File: src/rtl/core/assert_macros.svh
// Assertion macros shared by the RTL.
// No dependencies; include by bare file name.
`ifndef ASSERT_MACROS_SVH
`define ASSERT_MACROS_SVH

// same-cycle implication
`define ETF_ASSERT_IMP(lbl, clk, rst_n, ante, cons) \
    lbl: assert property (@(posedge clk) disable iff (!rst_n) (ante) |-> (cons)) \
        else $error("implication check failed");

// next-cycle implication
`define ETF_ASSERT_NXT(lbl, clk, rst_n, ante, cons) \
    lbl: assert property (@(posedge clk) disable iff (!rst_n) (ante) |=> (cons)) \
        else $error("next-cycle check failed");

`endif

File: src/rtl/core/etf_pkg.sv
// Types, constants and helpers for the escape-time fractal pixel engine.
// No dependencies.
package etf_pkg;

    localparam int COORD_W   = 10;
    localparam int WORD_W    = 32;
    localparam int PROD_W    = 37;   // signed product/sum width after >> 28
    localparam int WIDE_W    = 40;   // headroom for sums before saturation
    localparam int IDX_W     = 3;
    localparam int MAG_W     = 11;   // |3*dx| and |2*dy|
    localparam int DIV_STEPS = 45;   // MAG_W + 34 quotient bits
    localparam int DCNT_W    = 6;
    localparam int COLOUR_W  = 24;

    localparam logic [COORD_W-1:0] HALF_DIM = 10'd512;

    // Q4.28 constants
    localparam logic signed [WORD_W-1:0] JULIA_CR_BASE = -32'sd187904819; // -0.7
    localparam logic signed [WORD_W-1:0] JULIA_CI_BASE = 32'sd72517838;   // 0.27015
    localparam logic signed [WORD_W-1:0] MANDEL_SHIFT  = 32'sd134217728;  // 0.5
    localparam logic [PROD_W:0]          ESC_LIMIT     = 38'd1073741824;  // 4.0
    localparam logic [8:0]               COLOUR_MUL    = 9'd265;

    // register map
    localparam logic [IDX_W-1:0] REG_JULIA_MODE = 3'd0;
    localparam logic [IDX_W-1:0] REG_MAX_ITER   = 3'd1;
    localparam logic [IDX_W-1:0] REG_ZOOM       = 3'd2;
    localparam logic [IDX_W-1:0] REG_PAN_RE     = 3'd3;
    localparam logic [IDX_W-1:0] REG_PAN_IM     = 3'd4;
    localparam logic [IDX_W-1:0] REG_CR_DELTA   = 3'd5;
    localparam logic [IDX_W-1:0] REG_CI_DELTA   = 3'd6;

    localparam logic [COORD_W-1:0] MAX_ITER_RST = 10'd150;
    localparam logic [WORD_W-1:0]  ZOOM_RST     = 32'd49152;

    typedef struct packed {
        logic             start;
        logic             neg;
        logic [MAG_W-1:0] mag;
    } t_div_req;

    typedef struct packed {
        logic en;
        logic dbl;
    } t_mul_req;

    function automatic logic signed [WORD_W-1:0] sat_word(input logic signed [WIDE_W-1:0] v);
        if (v > 40'sd2147483647) begin
            return 32'sh7fffffff;
        end else if (v < -40'sd2147483648) begin
            return 32'sh80000000;
        end else begin
            return v[WORD_W-1:0];
        end
    endfunction

endpackage

File: src/rtl/core/etf_if.sv
// Channel interfaces: pixel in, result out, configuration write.
// Depends on etf_pkg.
interface etf_pix_if;
    logic                        valid;
    logic                        ready;
    logic [etf_pkg::COORD_W-1:0] pixel_col;
    logic [etf_pkg::COORD_W-1:0] pixel_row;
    modport source (output valid, pixel_col, pixel_row, input ready);
    modport sink   (input valid, pixel_col, pixel_row, output ready);
endinterface

interface etf_res_if;
    logic                         valid;
    logic                         ready;
    logic [etf_pkg::COORD_W-1:0]  out_col;
    logic [etf_pkg::COORD_W-1:0]  out_row;
    logic [etf_pkg::COORD_W-1:0]  escape_count;
    logic [etf_pkg::COLOUR_W-1:0] pixel_colour;
    modport source (output valid, out_col, out_row, escape_count, pixel_colour, input ready);
    modport sink   (input valid, out_col, out_row, escape_count, pixel_colour, output ready);
endinterface

interface etf_cfg_if;
    logic                       valid;
    logic                       ready;
    logic [etf_pkg::IDX_W-1:0]  index;
    logic [etf_pkg::WORD_W-1:0] data;
    modport source (output valid, index, data, input ready);
    modport sink   (input valid, index, data, output ready);
endinterface

File: src/rtl/core/escape_time_fractal_pixel.sv
// Escape-time fractal pixel engine, top level: config registers and sequencer.
// Depends on etf_pkg, etf_if, etf_mul, etf_div, assert_macros.svh.
//
// One pixel at a time. The pixel is mapped to the complex plane by a shared
// bit-serial divider (45 quotient bits for each axis), S_INIT then loads z and
// c, and z = z^2 + c is iterated on one shared 32x32 multiplier (three
// products and the update for each step, with an escape check on each
// updated z). The escape count is the number of updates made less one for
// a pixel that escapes, otherwise max_iterations; a max_iterations of zero
// skips the iteration. The result is held until it is taken. The pixel
// input is ready only when the engine is idle. Configuration writes are
// always accepted and must only be made while no pixel is in flight.
`include "assert_macros.svh"

module escape_time_fractal_pixel (
    input  logic i_clk,
    input  logic i_rst_n,
    etf_pix_if.sink   i_pix,
    etf_res_if.source o_res,
    etf_cfg_if.sink   i_cfg
);
    import etf_pkg::*;

    typedef enum logic [9:0] {
        S_IDLE = 10'b0000000001,
        S_DIVR = 10'b0000000010,
        S_DIVI = 10'b0000000100,
        S_INIT = 10'b0000001000,
        S_MRR  = 10'b0000010000,
        S_MII  = 10'b0000100000,
        S_MRI  = 10'b0001000000,
        S_UPD  = 10'b0010000000,
        S_CHK  = 10'b0100000000,
        S_OUT  = 10'b1000000000
    } t_state;

    t_state r_state, n_state;

    // configuration
    logic                     r_julia;
    logic [COORD_W-1:0]       r_max_iter;
    logic [WORD_W-1:0]        r_zoom;
    logic signed [WORD_W-1:0] r_pan_re, r_pan_im, r_cr_delta, r_ci_delta;

    // datapath
    logic [COORD_W-1:0]       r_col, r_row, r_iter, r_count;
    logic signed [WORD_W-1:0] r_pre, r_pim, r_zr, r_zi, r_cr, r_ci;
    logic signed [PROD_W-1:0] r_sr, r_si;
    logic                     r_first;

    logic                     pix_acc;
    t_div_req                 div_req;
    logic [WORD_W-1:0]        zoom_eff;
    logic                     div_done;
    logic signed [WORD_W-1:0] div_quot;
    logic signed [WORD_W-1:0] mapped;
    logic signed [12:0]       dx3, dy2;

    t_mul_req                 mul_req;
    logic signed [WORD_W-1:0] mul_a, mul_b;
    logic signed [PROD_W-1:0] mul_res;

    logic signed [WORD_W-1:0] nr, ni;
    logic [PROD_W:0]          mag2;
    logic                     escaped, last;
    logic [COORD_W:0]         iter_inc;

    assign i_cfg.ready = 1'b1;
    assign i_pix.ready = (r_state == S_IDLE);
    assign pix_acc     = i_pix.valid && i_pix.ready;

    always_ff @(posedge i_clk) begin
        if (!i_rst_n) begin
            r_julia    <= 1'b1;
            r_max_iter <= MAX_ITER_RST;
            r_zoom     <= ZOOM_RST;
            r_pan_re   <= '0;
            r_pan_im   <= '0;
            r_cr_delta <= '0;
            r_ci_delta <= '0;
        end else if (i_cfg.valid) begin
            case (i_cfg.index)
                REG_JULIA_MODE: r_julia    <= i_cfg.data[0];
                REG_MAX_ITER:   r_max_iter <= i_cfg.data[COORD_W-1:0];
                REG_ZOOM:       r_zoom     <= i_cfg.data;
                REG_PAN_RE:     r_pan_re   <= i_cfg.data;
                REG_PAN_IM:     r_pan_im   <= i_cfg.data;
                REG_CR_DELTA:   r_cr_delta <= i_cfg.data;
                REG_CI_DELTA:   r_ci_delta <= i_cfg.data;
                default: ;
            endcase
        end
    end

    // mapping: numerators 3*(col-512) and 2*(row-512)
    always_comb begin
        dx3 = 13'sd3 * $signed({3'b000, i_pix.pixel_col} - {3'b000, HALF_DIM});
        dy2 = 13'sd2 * $signed({3'b000, r_row} - {3'b000, HALF_DIM});
        div_req = '0;
        if (r_state == S_IDLE) begin
            div_req.start = pix_acc;
            div_req.neg   = dx3[12];
            div_req.mag   = dx3[12] ? MAG_W'(-dx3) : dx3[MAG_W-1:0];
        end else begin
            div_req.start = (r_state == S_DIVR) && div_done;
            div_req.neg   = dy2[12];
            div_req.mag   = dy2[12] ? MAG_W'(-dy2) : dy2[MAG_W-1:0];
        end
        zoom_eff = (r_zoom == '0) ? 32'd1 : r_zoom;
        mapped   = sat_word(WIDE_W'(div_quot)
                   + ((r_state == S_DIVR) ? WIDE_W'(r_pan_re) : WIDE_W'(r_pan_im)));
    end

    etf_div u_div (
        .i_clk   (i_clk),
        .i_rst_n (i_rst_n),
        .i_req   (div_req),
        .i_den   (zoom_eff),
        .o_done  (div_done),
        .o_quot  (div_quot)
    );

    // multiplier operand select
    always_comb begin
        mul_req.en  = (r_state == S_MRR) || (r_state == S_MII) || (r_state == S_MRI);
        mul_req.dbl = (r_state == S_MRI);
        mul_a       = (r_state == S_MII) ? r_zi : r_zr;
        mul_b       = (r_state == S_MRR) ? r_zr : r_zi;
    end

    etf_mul u_mul (
        .i_clk (i_clk),
        .i_req (mul_req),
        .i_a   (mul_a),
        .i_b   (mul_b),
        .o_res (mul_res)
    );

    // in S_UPD mul_res is 2*zr*zi; in S_CHK it is zi^2
    always_comb begin
        nr       = sat_word(WIDE_W'(r_sr) - WIDE_W'(r_si) + WIDE_W'(r_cr));
        ni       = sat_word(WIDE_W'(mul_res) + WIDE_W'(r_ci));
        mag2     = (PROD_W+1)'(r_sr) + (PROD_W+1)'(mul_res);
        escaped  = mag2 > ESC_LIMIT;
        iter_inc = {1'b0, r_iter} + 1'b1;
        last     = (iter_inc == {1'b0, r_max_iter});
    end

    always_comb begin
        n_state = r_state;
        case (r_state)
            S_IDLE: if (pix_acc) n_state = S_DIVR;
            S_DIVR: if (div_done) n_state = S_DIVI;
            S_DIVI: if (div_done) n_state = S_INIT;
            S_INIT: n_state = (r_max_iter == '0) ? S_OUT : S_MRR;
            S_MRR:  n_state = S_MII;
            S_MII:  n_state = r_first ? S_MRI : S_CHK;
            S_MRI:  n_state = S_UPD;
            S_UPD:  n_state = S_MRR;
            S_CHK:  n_state = (escaped || last) ? S_OUT : S_MRI;
            S_OUT:  if (o_res.ready) n_state = S_IDLE;
            default: n_state = S_IDLE;
        endcase
    end

    always_ff @(posedge i_clk) begin
        if (!i_rst_n) begin
            r_state <= S_IDLE;
        end else begin
            r_state <= n_state;
        end
    end

    always_ff @(posedge i_clk) begin
        case (r_state)
            S_IDLE: begin
                if (pix_acc) begin
                    r_col <= i_pix.pixel_col;
                    r_row <= i_pix.pixel_row;
                end
            end
            S_DIVR: if (div_done) r_pre <= mapped;
            S_DIVI: if (div_done) r_pim <= mapped;
            S_INIT: begin
                r_iter  <= '0;
                r_count <= '0;
                r_first <= 1'b1;
                if (r_julia) begin
                    r_zr <= r_pre;
                    r_zi <= r_pim;
                    r_cr <= sat_word(WIDE_W'(JULIA_CR_BASE) + WIDE_W'(r_cr_delta));
                    r_ci <= sat_word(WIDE_W'(JULIA_CI_BASE) + WIDE_W'(r_ci_delta));
                end else begin
                    r_zr <= '0;
                    r_zi <= '0;
                    r_cr <= sat_word(WIDE_W'(r_pre) - WIDE_W'(MANDEL_SHIFT));
                    r_ci <= r_pim;
                end
            end
            S_MII: r_sr <= mul_res;
            S_MRI: r_si <= mul_res;
            S_UPD: begin
                r_zr    <= nr;
                r_zi    <= ni;
                r_first <= 1'b0;
            end
            S_CHK: begin
                if (escaped) begin
                    r_count <= r_iter;
                end else begin
                    r_iter  <= iter_inc[COORD_W-1:0];
                    r_count <= iter_inc[COORD_W-1:0];
                end
            end
            default: ;
        endcase
    end

    assign o_res.valid        = (r_state == S_OUT);
    assign o_res.out_col      = r_col;
    assign o_res.out_row      = r_row;
    assign o_res.escape_count = r_count;
    assign o_res.pixel_colour = COLOUR_W'(r_count) * COLOUR_W'(COLOUR_MUL);

    `ETF_ASSERT_IMP(a_ready_excl, i_clk, i_rst_n, i_pix.ready, !o_res.valid)
    `ETF_ASSERT_IMP(a_count_lim, i_clk, i_rst_n, o_res.valid, o_res.escape_count <= r_max_iter)
    `ETF_ASSERT_IMP(a_div_start, i_clk, i_rst_n, div_req.start,
                    (r_state == S_IDLE) || (r_state == S_DIVR))
    `ETF_ASSERT_NXT(a_acc_map, i_clk, i_rst_n, pix_acc, r_state == S_DIVR)

endmodule

File: src/rtl/core/etf_mul.sv
// Shared fixed-point multiplier: |a|*|b| >> 28, optional doubling and sign.
// Depends on etf_pkg.
module etf_mul (
    input  logic                               i_clk,
    input  etf_pkg::t_mul_req                  i_req,
    input  logic signed [etf_pkg::WORD_W-1:0]  i_a,
    input  logic signed [etf_pkg::WORD_W-1:0]  i_b,
    output logic signed [etf_pkg::PROD_W-1:0]  o_res
);
    import etf_pkg::*;

    logic [WORD_W-1:0]        ma, mb;
    logic [2*WORD_W-1:0]      prod;
    logic [PROD_W-2:0]        trunc;
    logic                     neg;
    logic signed [PROD_W-1:0] n_res;
    logic signed [PROD_W-1:0] r_res;

    always_comb begin
        ma    = i_a[WORD_W-1] ? (~i_a + 32'd1) : i_a;
        mb    = i_b[WORD_W-1] ? (~i_b + 32'd1) : i_b;
        prod  = ma * mb;
        // doubling folds into the slice: (p << 1) >> 28
        trunc = i_req.dbl ? prod[62:27] : prod[63:28];
        neg   = i_req.dbl & (i_a[WORD_W-1] ^ i_b[WORD_W-1]);
        n_res = neg ? -$signed({1'b0, trunc}) : $signed({1'b0, trunc});
    end

    always_ff @(posedge i_clk) begin
        if (i_req.en) begin
            r_res <= n_res;
        end
    end

    assign o_res = r_res;

endmodule

File: src/rtl/core/etf_div.sv
// Restoring divider for pixel mapping: sat(sign * |num| * 2^34 / zoom).
// Depends on etf_pkg; one quotient bit per cycle.
module etf_div (
    input  logic                              i_clk,
    input  logic                              i_rst_n,
    input  etf_pkg::t_div_req                 i_req,
    input  logic [etf_pkg::WORD_W-1:0]        i_den,
    output logic                              o_done,
    output logic signed [etf_pkg::WORD_W-1:0] o_quot
);
    import etf_pkg::*;

    logic                    r_busy, r_done, r_neg;
    logic [DCNT_W-1:0]       r_cnt;
    logic [WORD_W-1:0]       r_rem;
    logic [DIV_STEPS-1:0]    r_dvd;
    logic [DIV_STEPS-1:0]    r_quo;
    logic [WORD_W:0]         rem_sh;
    logic [WORD_W+1:0]       diff;
    logic                    qbit;

    always_comb begin
        rem_sh = {r_rem, r_dvd[DIV_STEPS-1]};
        diff   = {1'b0, rem_sh} - {2'b00, i_den};
        qbit   = ~diff[WORD_W+1];
    end

    always_ff @(posedge i_clk) begin
        if (!i_rst_n) begin
            r_busy <= 1'b0;
            r_done <= 1'b0;
        end else begin
            r_done <= 1'b0;
            if (i_req.start) begin
                r_busy <= 1'b1;
            end else if (r_busy && r_cnt == DCNT_W'(DIV_STEPS - 1)) begin
                r_busy <= 1'b0;
                r_done <= 1'b1;
            end
        end
    end

    always_ff @(posedge i_clk) begin
        if (i_req.start) begin
            r_cnt <= '0;
            r_rem <= '0;
            r_neg <= i_req.neg;
            r_dvd <= {i_req.mag, {(DIV_STEPS - MAG_W){1'b0}}};
            r_quo <= '0;
        end else if (r_busy) begin
            r_cnt <= r_cnt + 1'b1;
            r_rem <= qbit ? diff[WORD_W-1:0] : rem_sh[WORD_W-1:0];
            r_dvd <= {r_dvd[DIV_STEPS-2:0], 1'b0};
            r_quo <= {r_quo[DIV_STEPS-2:0], qbit};
        end
    end

    // clamp to the signed word
    always_comb begin
        if (|r_quo[DIV_STEPS-1:WORD_W-1]) begin
            o_quot = r_neg ? 32'sh80000000 : 32'sh7fffffff;
        end else begin
            o_quot = r_neg ? -$signed(r_quo[WORD_W-1:0]) : $signed(r_quo[WORD_W-1:0]);
        end
    end

    assign o_done = r_done;

endmodule
File: src/flat_wrapper.sv
// flat-port wrapper written by rule: the top's interface ports become plain ports
module escape_time_fractal_pixel_flat import etf_pkg::*;
  (i_clk, i_rst_n, i_pix_valid, i_pix_pixel_col, i_pix_pixel_row, i_pix_ready, o_res_valid, o_res_out_col, o_res_out_row, o_res_escape_count, o_res_pixel_colour, o_res_ready, i_cfg_valid, i_cfg_index, i_cfg_data, i_cfg_ready);
  etf_pix_if i_pix_i ();
  etf_res_if o_res_i ();
  etf_cfg_if i_cfg_i ();
  input  logic i_clk;
  input  logic i_rst_n;
  input wire logic [$bits(i_pix_i.valid)-1:0] i_pix_valid;
  input wire logic [$bits(i_pix_i.pixel_col)-1:0] i_pix_pixel_col;
  input wire logic [$bits(i_pix_i.pixel_row)-1:0] i_pix_pixel_row;
  output wire logic [$bits(i_pix_i.ready)-1:0] i_pix_ready;
  output wire logic [$bits(o_res_i.valid)-1:0] o_res_valid;
  output wire logic [$bits(o_res_i.out_col)-1:0] o_res_out_col;
  output wire logic [$bits(o_res_i.out_row)-1:0] o_res_out_row;
  output wire logic [$bits(o_res_i.escape_count)-1:0] o_res_escape_count;
  output wire logic [$bits(o_res_i.pixel_colour)-1:0] o_res_pixel_colour;
  input wire logic [$bits(o_res_i.ready)-1:0] o_res_ready;
  input wire logic [$bits(i_cfg_i.valid)-1:0] i_cfg_valid;
  input wire logic [$bits(i_cfg_i.index)-1:0] i_cfg_index;
  input wire logic [$bits(i_cfg_i.data)-1:0] i_cfg_data;
  output wire logic [$bits(i_cfg_i.ready)-1:0] i_cfg_ready;
  assign i_pix_i.valid = i_pix_valid;
  assign i_pix_i.pixel_col = i_pix_pixel_col;
  assign i_pix_i.pixel_row = i_pix_pixel_row;
  assign i_pix_ready = i_pix_i.ready;
  assign o_res_valid = o_res_i.valid;
  assign o_res_out_col = o_res_i.out_col;
  assign o_res_out_row = o_res_i.out_row;
  assign o_res_escape_count = o_res_i.escape_count;
  assign o_res_pixel_colour = o_res_i.pixel_colour;
  assign o_res_i.ready = o_res_ready;
  assign i_cfg_i.valid = i_cfg_valid;
  assign i_cfg_i.index = i_cfg_index;
  assign i_cfg_i.data = i_cfg_data;
  assign i_cfg_ready = i_cfg_i.ready;
  escape_time_fractal_pixel u_core (.i_clk(i_clk), .i_rst_n(i_rst_n), .i_pix(i_pix_i), .o_res(o_res_i), .i_cfg(i_cfg_i));
endmodule
File: config.mk
export PLATFORM = sky130hd
export DESIGN_NAME = escape_time_fractal_pixel_flat
export DESIGN_NICKNAME = d
export VERILOG_FILES = /design/src/rtl/core/etf_pkg.sv /design/src/rtl/core/etf_if.sv /design/src/rtl/core/escape_time_fractal_pixel.sv /design/src/rtl/core/etf_mul.sv /design/src/rtl/core/etf_div.sv /design/src/flat_wrapper.sv
export VERILOG_INCLUDE_DIRS = /design/src /design/src/rtl/core
export SDC_FILE = /design/constraint.sdc
export NUM_CORES = 2
export LEC_CHECK = 0
export ABC_CLOCK_PERIOD_IN_PS = 12460
export BUFFER_PORTS_ARGS = -buffer_cell sky130_fd_sc_hd__buf_2
export CORE_ASPECT_RATIO = 1.1
export CORE_UTILIZATION = 60
export CTS_BUF_LIST = sky130_fd_sc_hd__clkbuf_16
export DETAILED_ROUTE_END_ITERATION = 12
export PLACE_DENSITY = 0.85
export SLEW_MARGIN = 30
export SYNTH_ARGS = -nofsm -noshare
export SYNTH_HDL_FRONTEND = slang
export SYNTH_SLANG_ARGS = --single-unit
File: constraint.sdc
create_clock -name i_clk -period 12.46 [get_ports i_clk]
set_clock_uncertainty 0.05 [all_clocks]
set_input_delay 0.623 -clock i_clk [delete_from_list [all_inputs] [get_ports i_clk]]
set_output_delay 0.623 -clock i_clk [all_outputs]
set_load 0.01 [all_outputs]
# Word-level counts from Yosys, hierarchy flattened
# Cells that the tools add are included.
dict set report word_totals {
  out_inout_bits 57
  latchBits 0
  rom_bits 0
  memories 0
  ram_bits 0
  ff_bits 612
  in_bits 60
}
dict set report op_classes {
  n_lt_le_gt_ge 13
  n_mux 49
  n_eq_ne 23
  shifts 0
  mul 3
  n_reduce_logical 27
  bitwise 6
  n_div 0
  n_addsub 19
}
# op count
set op_table {}
lappend op_table {{$mux 32} 25}
lappend op_table {{$gt 40x32->1 const B} 6}
lappend op_table {{$lt 40x32->1 const B} 6}
lappend op_table {{$pmux 32 s2} 2}
lappend op_table {{$pmux 10 s10} 1}
lappend op_table {{$mux 45} 2}
lappend op_table {{$mux 36} 2}
lappend op_table {{$mux 10} 7}
lappend op_table {{$add 32x1->32 const B} 2}
lappend op_table {{$mul 32x32->64} 1}
lappend op_table {{$not 32->32} 2}
lappend op_table {{$add 32x40->40} 1}
lappend op_table {{$mux 40} 1}
lappend op_table {{$add 38x32->39} 1}
lappend op_table {{$add 37x32->38} 1}
lappend op_table {{$add 37x37->38} 1}
lappend op_table {{$gt 38x31->1 const B} 1}
lappend op_table {{$sub 37x37->38} 1}
lappend op_table {{$neg 36->37} 1}
lappend op_table {{$sub 33x32->34} 1}
lappend op_table {{$add 28x32->33 const A} 1}
lappend op_table {{$add 29x32->33 const A} 1}
lappend op_table {{$sub 32x29->33 const B} 1}
lappend op_table {{$logic_not 32->1} 1}
lappend op_table {{other kinds (42)} 71}

# Depth between registers and ports, before layout
dict set report logic_depth {
  ltp_word 9
  depth_mapped 52
  depth_no_buf 45
}

# Modules after synthesis
# A second synthesis with hierarchy kept.
dict set report hier_totals {
  hier_cells 8612
  hier_area_um2 74473.9
}
# module n_inst cells_each seq_area_each_um2 area_per_inst_um2
set by_module_without_submodules {}
lappend by_module_without_submodules {etf_mul 1 4256 1111.1 36356.1}
lappend by_module_without_submodules {escape_time_fractal_pixel 1 3526 12542.0 31372.6}
lappend by_module_without_submodules {etf_div 1 830 2062.0 6745.2}

# Worst setup path before layout
# No wires, ideal clock.
dict set report synth_timing {
  path_type {register to register}
  start {register u_core.r_state[1]}
  end {register u_core.u_mul.r_res[33] (netlist: u_core.u_mul.o_res[33]) (data pin)}
  path_slack_ns -1.307
  stages_incl_launch_ff 50
  arrival_ns 13.458
  synth_period_minus_slack_ns 13.767
  setup_time_ns 0.260
  path_cell_list {dfxtp_1 clkbuf_1 nor4_1 and3_1 buf_2 buf_1 clkbuf_1 buf_1 clkbuf_1 buf_2 mux2i_1 ha_1 nand2_1 a211o_1 nor2_1 o21ai_0 nor3_1 o21ai_0 [... 14 more ...] fa_1 inv_1 fa_1 inv_1 ha_1 clkbuf_1 nand4_1 or2_2 o21a_1 a2111o_1 a211o_1 a21oi_2 o21ai_1 a211o_1 nor4_2 a41oi_1 xnor2_1 mux2_2}
}
dict set report synth_between {
  elab_chain_cells 9
  elab_cells_between_ends 17
}
# element line
set synth_lines {}
lappend synth_lines {{from (decl)} escape_time_fractal_pixel.sv:37} ;# t_state r_state, n_state;
lappend synth_lines {{from (signal assigned)} escape_time_fractal_pixel.sv:170} ;# r_state <= n_state;
lappend synth_lines {{$eq 10x6->1 / $eq 10x5->1 (equally long branches)} {escape_time_fractal_pixel.sv:127, escape_time_fractal_pixel.sv:128}}
lappend synth_lines {{$mux 32 (on tied branches)} {escape_time_fractal_pixel.sv:127, escape_time_fractal_pixel.sv:128}}
lappend synth_lines {{$not 32->32 (on tied branches)} {etf_mul.sv:20, etf_mul.sv:21}}
lappend synth_lines {{$add 32x1->32 (on tied branches)} {etf_mul.sv:20, etf_mul.sv:21}}
lappend synth_lines {{$mux 32 (on tied branches)} {etf_mul.sv:20, etf_mul.sv:21}}
lappend synth_lines {{$mul 32x32->64} etf_mul.sv:22} ;# prod = ma * mb;
lappend synth_lines {{$mux 36} etf_mul.sv:24} ;# trunc = i_req.dbl ? prod[62:27] : prod[63:28];
lappend synth_lines {{$neg 36->37} etf_mul.sv:26} ;# n_res = neg ? -$signed({1'b0, trunc}) : $signed({1'b0, trunc});
lappend synth_lines {{$mux 36 (*)} etf_mul.sv:26}
lappend synth_lines {{named net u_core.u_mul.n_res[33]} etf_mul.sv:16} ;# logic signed [PROD_W-1:0] n_res;
lappend synth_lines {{to (signal assigned)} etf_mul.sv:31} ;# r_res <= n_res;
lappend synth_lines {{to (decl)} etf_mul.sv:17} ;# logic signed [PROD_W-1:0] r_res;
# Mark *: on every way through the listed nets, which the timed path passes. The rest lies on a longest branch.
# A chain may end at the register's enable or synchronous reset.

# Final worst setup path
dict set report layout_timing {
  start {register u_core.r_state[7]}
  end {register u_core.u_mul.r_res[36] (netlist: u_core.u_mul.o_res[36]) (data pin)}
}
dict set report layout_between {
  elab_chain_cells 8
  elab_cells_between_ends 16
}
# element line
set layout_lines {}
lappend layout_lines {{$eq 10x6->1 / $eq 10x5->1 (equally long branches)} {escape_time_fractal_pixel.sv:127, escape_time_fractal_pixel.sv:128}}
lappend layout_lines {{$mux 32 (on tied branches)} {escape_time_fractal_pixel.sv:127, escape_time_fractal_pixel.sv:128}}
lappend layout_lines {{$not 32->32 (on tied branches)} {etf_mul.sv:20, etf_mul.sv:21}}
lappend layout_lines {{$add 32x1->32 (on tied branches)} {etf_mul.sv:20, etf_mul.sv:21}}
lappend layout_lines {{$mux 32 (on tied branches)} {etf_mul.sv:20, etf_mul.sv:21}}
lappend layout_lines {{$mul 32x32->64} etf_mul.sv:22}
lappend layout_lines {{$mux 36} etf_mul.sv:24}
lappend layout_lines {{$neg 36->37} etf_mul.sv:26}
# Parallel ways exist; a longest one is shown, timed or not.

==> metrics.md <==
| Metric | Value |
|---|---|
| Status | `finished clean` |
| Mapped cell area | `73,300 um^2` |
| DRT iter0 DRCs | `6,349` |
| Gate Count Post-Synth | `8,512` |
| Predominant post-synthesis flop cell | `edfxtp_1` |
| Clock root buffer | `clkbuf_16` |
| Avg WL per Cell | `24.7 um` |
| EDFF count, synth | `346` |
| Place WS | `-272 ps` |
| Global-route wire length before repair | `384,000 um` |
| Max-capacitance violation count | `0` |
| CP peak stage delay | `710 ps` |
| H-tree Lvls | `2` |
| Worst Setup End Kind | `flop` |
| VDD IR max | `0.000195 V` |
| Drt pass-1 iters | `6` |
| DIE AREA | `124,000 um^2` |
| ANT nets after route | `0` |
| Netlist cell types | `86` |
| Arr. time, crit path | `12,360 ps` |
| Slew @ Worst Pin | `1020 ps` |
| Largest delay contributor family on the critical path | `adder cells` |
| Final hold vios | `0` |
| Port bufs | `110` |
| Initial antenna violation count | `1` |
| Crit path time final | `12,050 ps` |
| CTS Hold Bufs | `0` |
| Final #Nets | `10.1k` |
| Clock tree buffer depth | `3` |
| Yosys warning count | `0` |
| Insertion delay to the later sink of the worst-skew pair | `640 ps` |
| RePlAce Congestion | `1.07` |
| Slew headroom | `32.3%` |
| Sequential Power Share | `41.7%` |
| Worst Path Required | `12,770 ps` |
| CP Launch Type | `flop` |
| Clock transition at path regs | `70 ps` |
| Crit path kind | `reg -> reg` |
| Static leakage power | `36.8 nW` |
| Mean Syn Cell Area | `8.61 um^2` |
| Sequential share of the synthesized area | `21.4%` |
| # DRC | `0` |
| Combinational Power Share | `24.8%` |
| Die height | `369 um` |
| FMAX | `83.0 MHz` |
| Vias/cell | `6.11` |
| Critical path's most frequent cell | `fa_1` |
| Total gr overflow | `0` |
| Critical Path Fanout Max | `51` |
| Layout area overhead | `8.66%` |
| Hold crit path type | `in -> reg` |
| Initial core utilization | `60.4%` |
| Switching portion of total power | `30.4%` |
| CTS tree | `yes` |
| Rows | `134` |
| Buf/Inv on CP | `6` |
| DRT Wirelength | `254,000 um` |
| Part of the power in the clock network | `33.5%` |
| Synth Register Bits | `612` |
| Core area | `121,000 um^2` |
| Crit-path slowest cell | `fa_1` |
| Overall Global Routing Usage | `41.4%` |
| P_int | `3.83 mW` |
| Post-DP HPWL | `206,000 um` |
| Via count | `62.9k` |
| Die Wd | `335 um` |
| Net switching power | `1.67 mW` |
| Fin util | `65.7%` |
| Total CTS buffers | `55` |
| Fin crit share | `96.7%` |
| Ports | `117` |
| Final WS setup | `413 ps` |
| Largest net degree at the start of global routing | `102` |
| Async SR Flop Fraction | `0%` |
| RSZ-0062 raised after global routing | `no` |
| Cell area power density | `69.2 nW/um^2` |
| Power consumption | `5.51 mW` |
| Vias in the first global route | `63.9k` |
| Setup violators final | `0` |
| Share of cells above drive strength 1 | `8.06%` |
| CTS sink cnt | `612` |
| Slew Limit Fails | `0` |
-- registers in the layout, indices dropped and copies added (netlist names), 37 cells and up --
name	cells
u_core.r_si	37
u_core.u_div.r_quo	45
u_core.r_sr	37
u_core.u_mul.o_res	37
-- power by group through the flow --
stage | Combinational (mW) | Clock, mW | Sequential (mW)
final | 1.37 | 1.85 | 2.30
after global routing | 1.48 | 1.92 | 2.30
after CTS | 1.34 | 1.85 | 2.29
after detailed placement | 1.32 | 0 | 2.34
after global placement | 1.26 | 0 | 2.33
after floorplan | 1.01 | 0 | 2.32
-- layout make-up --
cell class / instances / area, um^2
diodes: 2 / 5.00
clock buffers: 57 / 1430
clock inverters: 44 / 499
fillers: 9964 / 41600
inverters: 1229 / 4620
multi-input cells: 6293 / 52100
flip-flops and latches: 612 / 15700
well taps: 1632 / 2040
repair buffers: 423 / 3150
-- layout by cell type (no fill, tap or decap), drive strengths merged, types with 42 or more instances in the layout --
cell / count
inv: 1241
nor3: 116
nor2: 911
o21ai: 281
a21o: 133
o21a: 43
nor2b: 42
nand2: 1221
clkbuf: 57
xnor2: 253
edfxtp: 346
nand3: 94
dfxtp: 266
o21bai: 46
xor2: 150
nand4: 59
a21oi: 696
or3: 42
nand2b: 49
ha: 504
fa: 939
mux2i: 158
nor4: 45
buf: 423
-- repair_timing --
action / 4_1_cts / 5_1_grt
gates resized for setup: 1 / 48
cloned: 0 / 1
endpoints found under the hold margin: 0 / 0
setup buffers: 5 / 2
pin swaps: 2 / 3
endpoints found under the setup margin: 19 / 23
-- cell families (layout without fill, tap and decap cells) --
logic type      count (synthesis)  count (layout)  synth area share, %
simple gates                 2726            2727                 15.9
buf+inv                      1612            1753                 8.32
compound gates               1515            1515                 12.5
fa+ha+maj                    1443            1443                 34.3
flops                         612             612                 21.4
xor+xnor                      403             403                 4.82
mux                           199             199                 2.79
other cells                     2               8               0.0102
-- metrics by stage --
stage	hold WS (ps)	cell area, um^2	instances	TNS, ps
6_report	111	79600	10300	0
5_1_grt	98.9	79600	10300	0
4_1_cts	93.5	79300	10300	0
3_5_place_dp	394	77400	10200	-2390
3_3_place_gp	389	77300	10200	-933
2_1_floorplan	371	73400	8516	0
-- worst reg2reg max path: cells and delay by family (launching register included) --
family                   cells  cell delay (ps)
adder cells (fa/ha/maj)      9             4820
XOR/XNOR                     1              190
flip-flops                   1              340
AND/OR/NAND/NOR              9             1920
buffers and inverters        6              990
AO/OA/AOI/OAI               14             3460
-- per-layer routing --
| metal | vias to the layer above | part of all wire, % | global-route usage, % | wire length [um] |
|---|---|---|---|---|
| li1 | 27900 | - | - | - |
| met1 | 30700 | 34 | 47.1 | 87000 |
| met2 | 3311 | 47 | 68.2 | 119000 |
| met3 | 967 | 8.3 | 6.64 | 21000 |
| met4 | 2 | 11 | 35.1 | 26900 |
| met5 | - | 0.0051 | 0 | 13 |
-- synthesized netlist by cell type, drive strengths merged, types with 43 or more instances --
cell type	instances	area, um^2
o21a	43	323
nor4	45	318
inv	1227	4610
a21oi	696	3490
nand4	59	375
o21bai	46	345
nor3	116	581
edfxtp	346	10400
a21o	133	998
ha	504	6310
nand2	1221	4580
xnor2	253	2220
fa	939	18800
o21ai	281	1410
xor2	150	1310
nand2b	49	307
mux2i	158	1580
nor2	911	3420
clkbuf	352	1320
dfxtp	266	5330
nand3	94	470
-- path summary, 6_finish.rpt --
path | start | endpoint | slack (ps) | cells after the start
worst max-delay path | u_core.r_state[7]$_SDFFE_PN0P_ | u_core.u_mul.o_res[36]$_SDFFCE_PN0P_ | 410 | 39
worst min-delay path | i_pix_pixel_row[5] | u_core.o_res.out_row[5]$_DFFE_PP_ | 110 | 1
worst max register to register | u_core.r_state[7]$_SDFFE_PN0P_ | u_core.u_mul.o_res[36]$_SDFFCE_PN0P_ | 410 | 39
worst min register to register | u_core.r_pan_im[11]$_SDFFE_PN0P_ | u_core.r_pan_im[11]$_SDFFE_PN0P_ | 410 | 2
(Power assumes the default switching activity.)
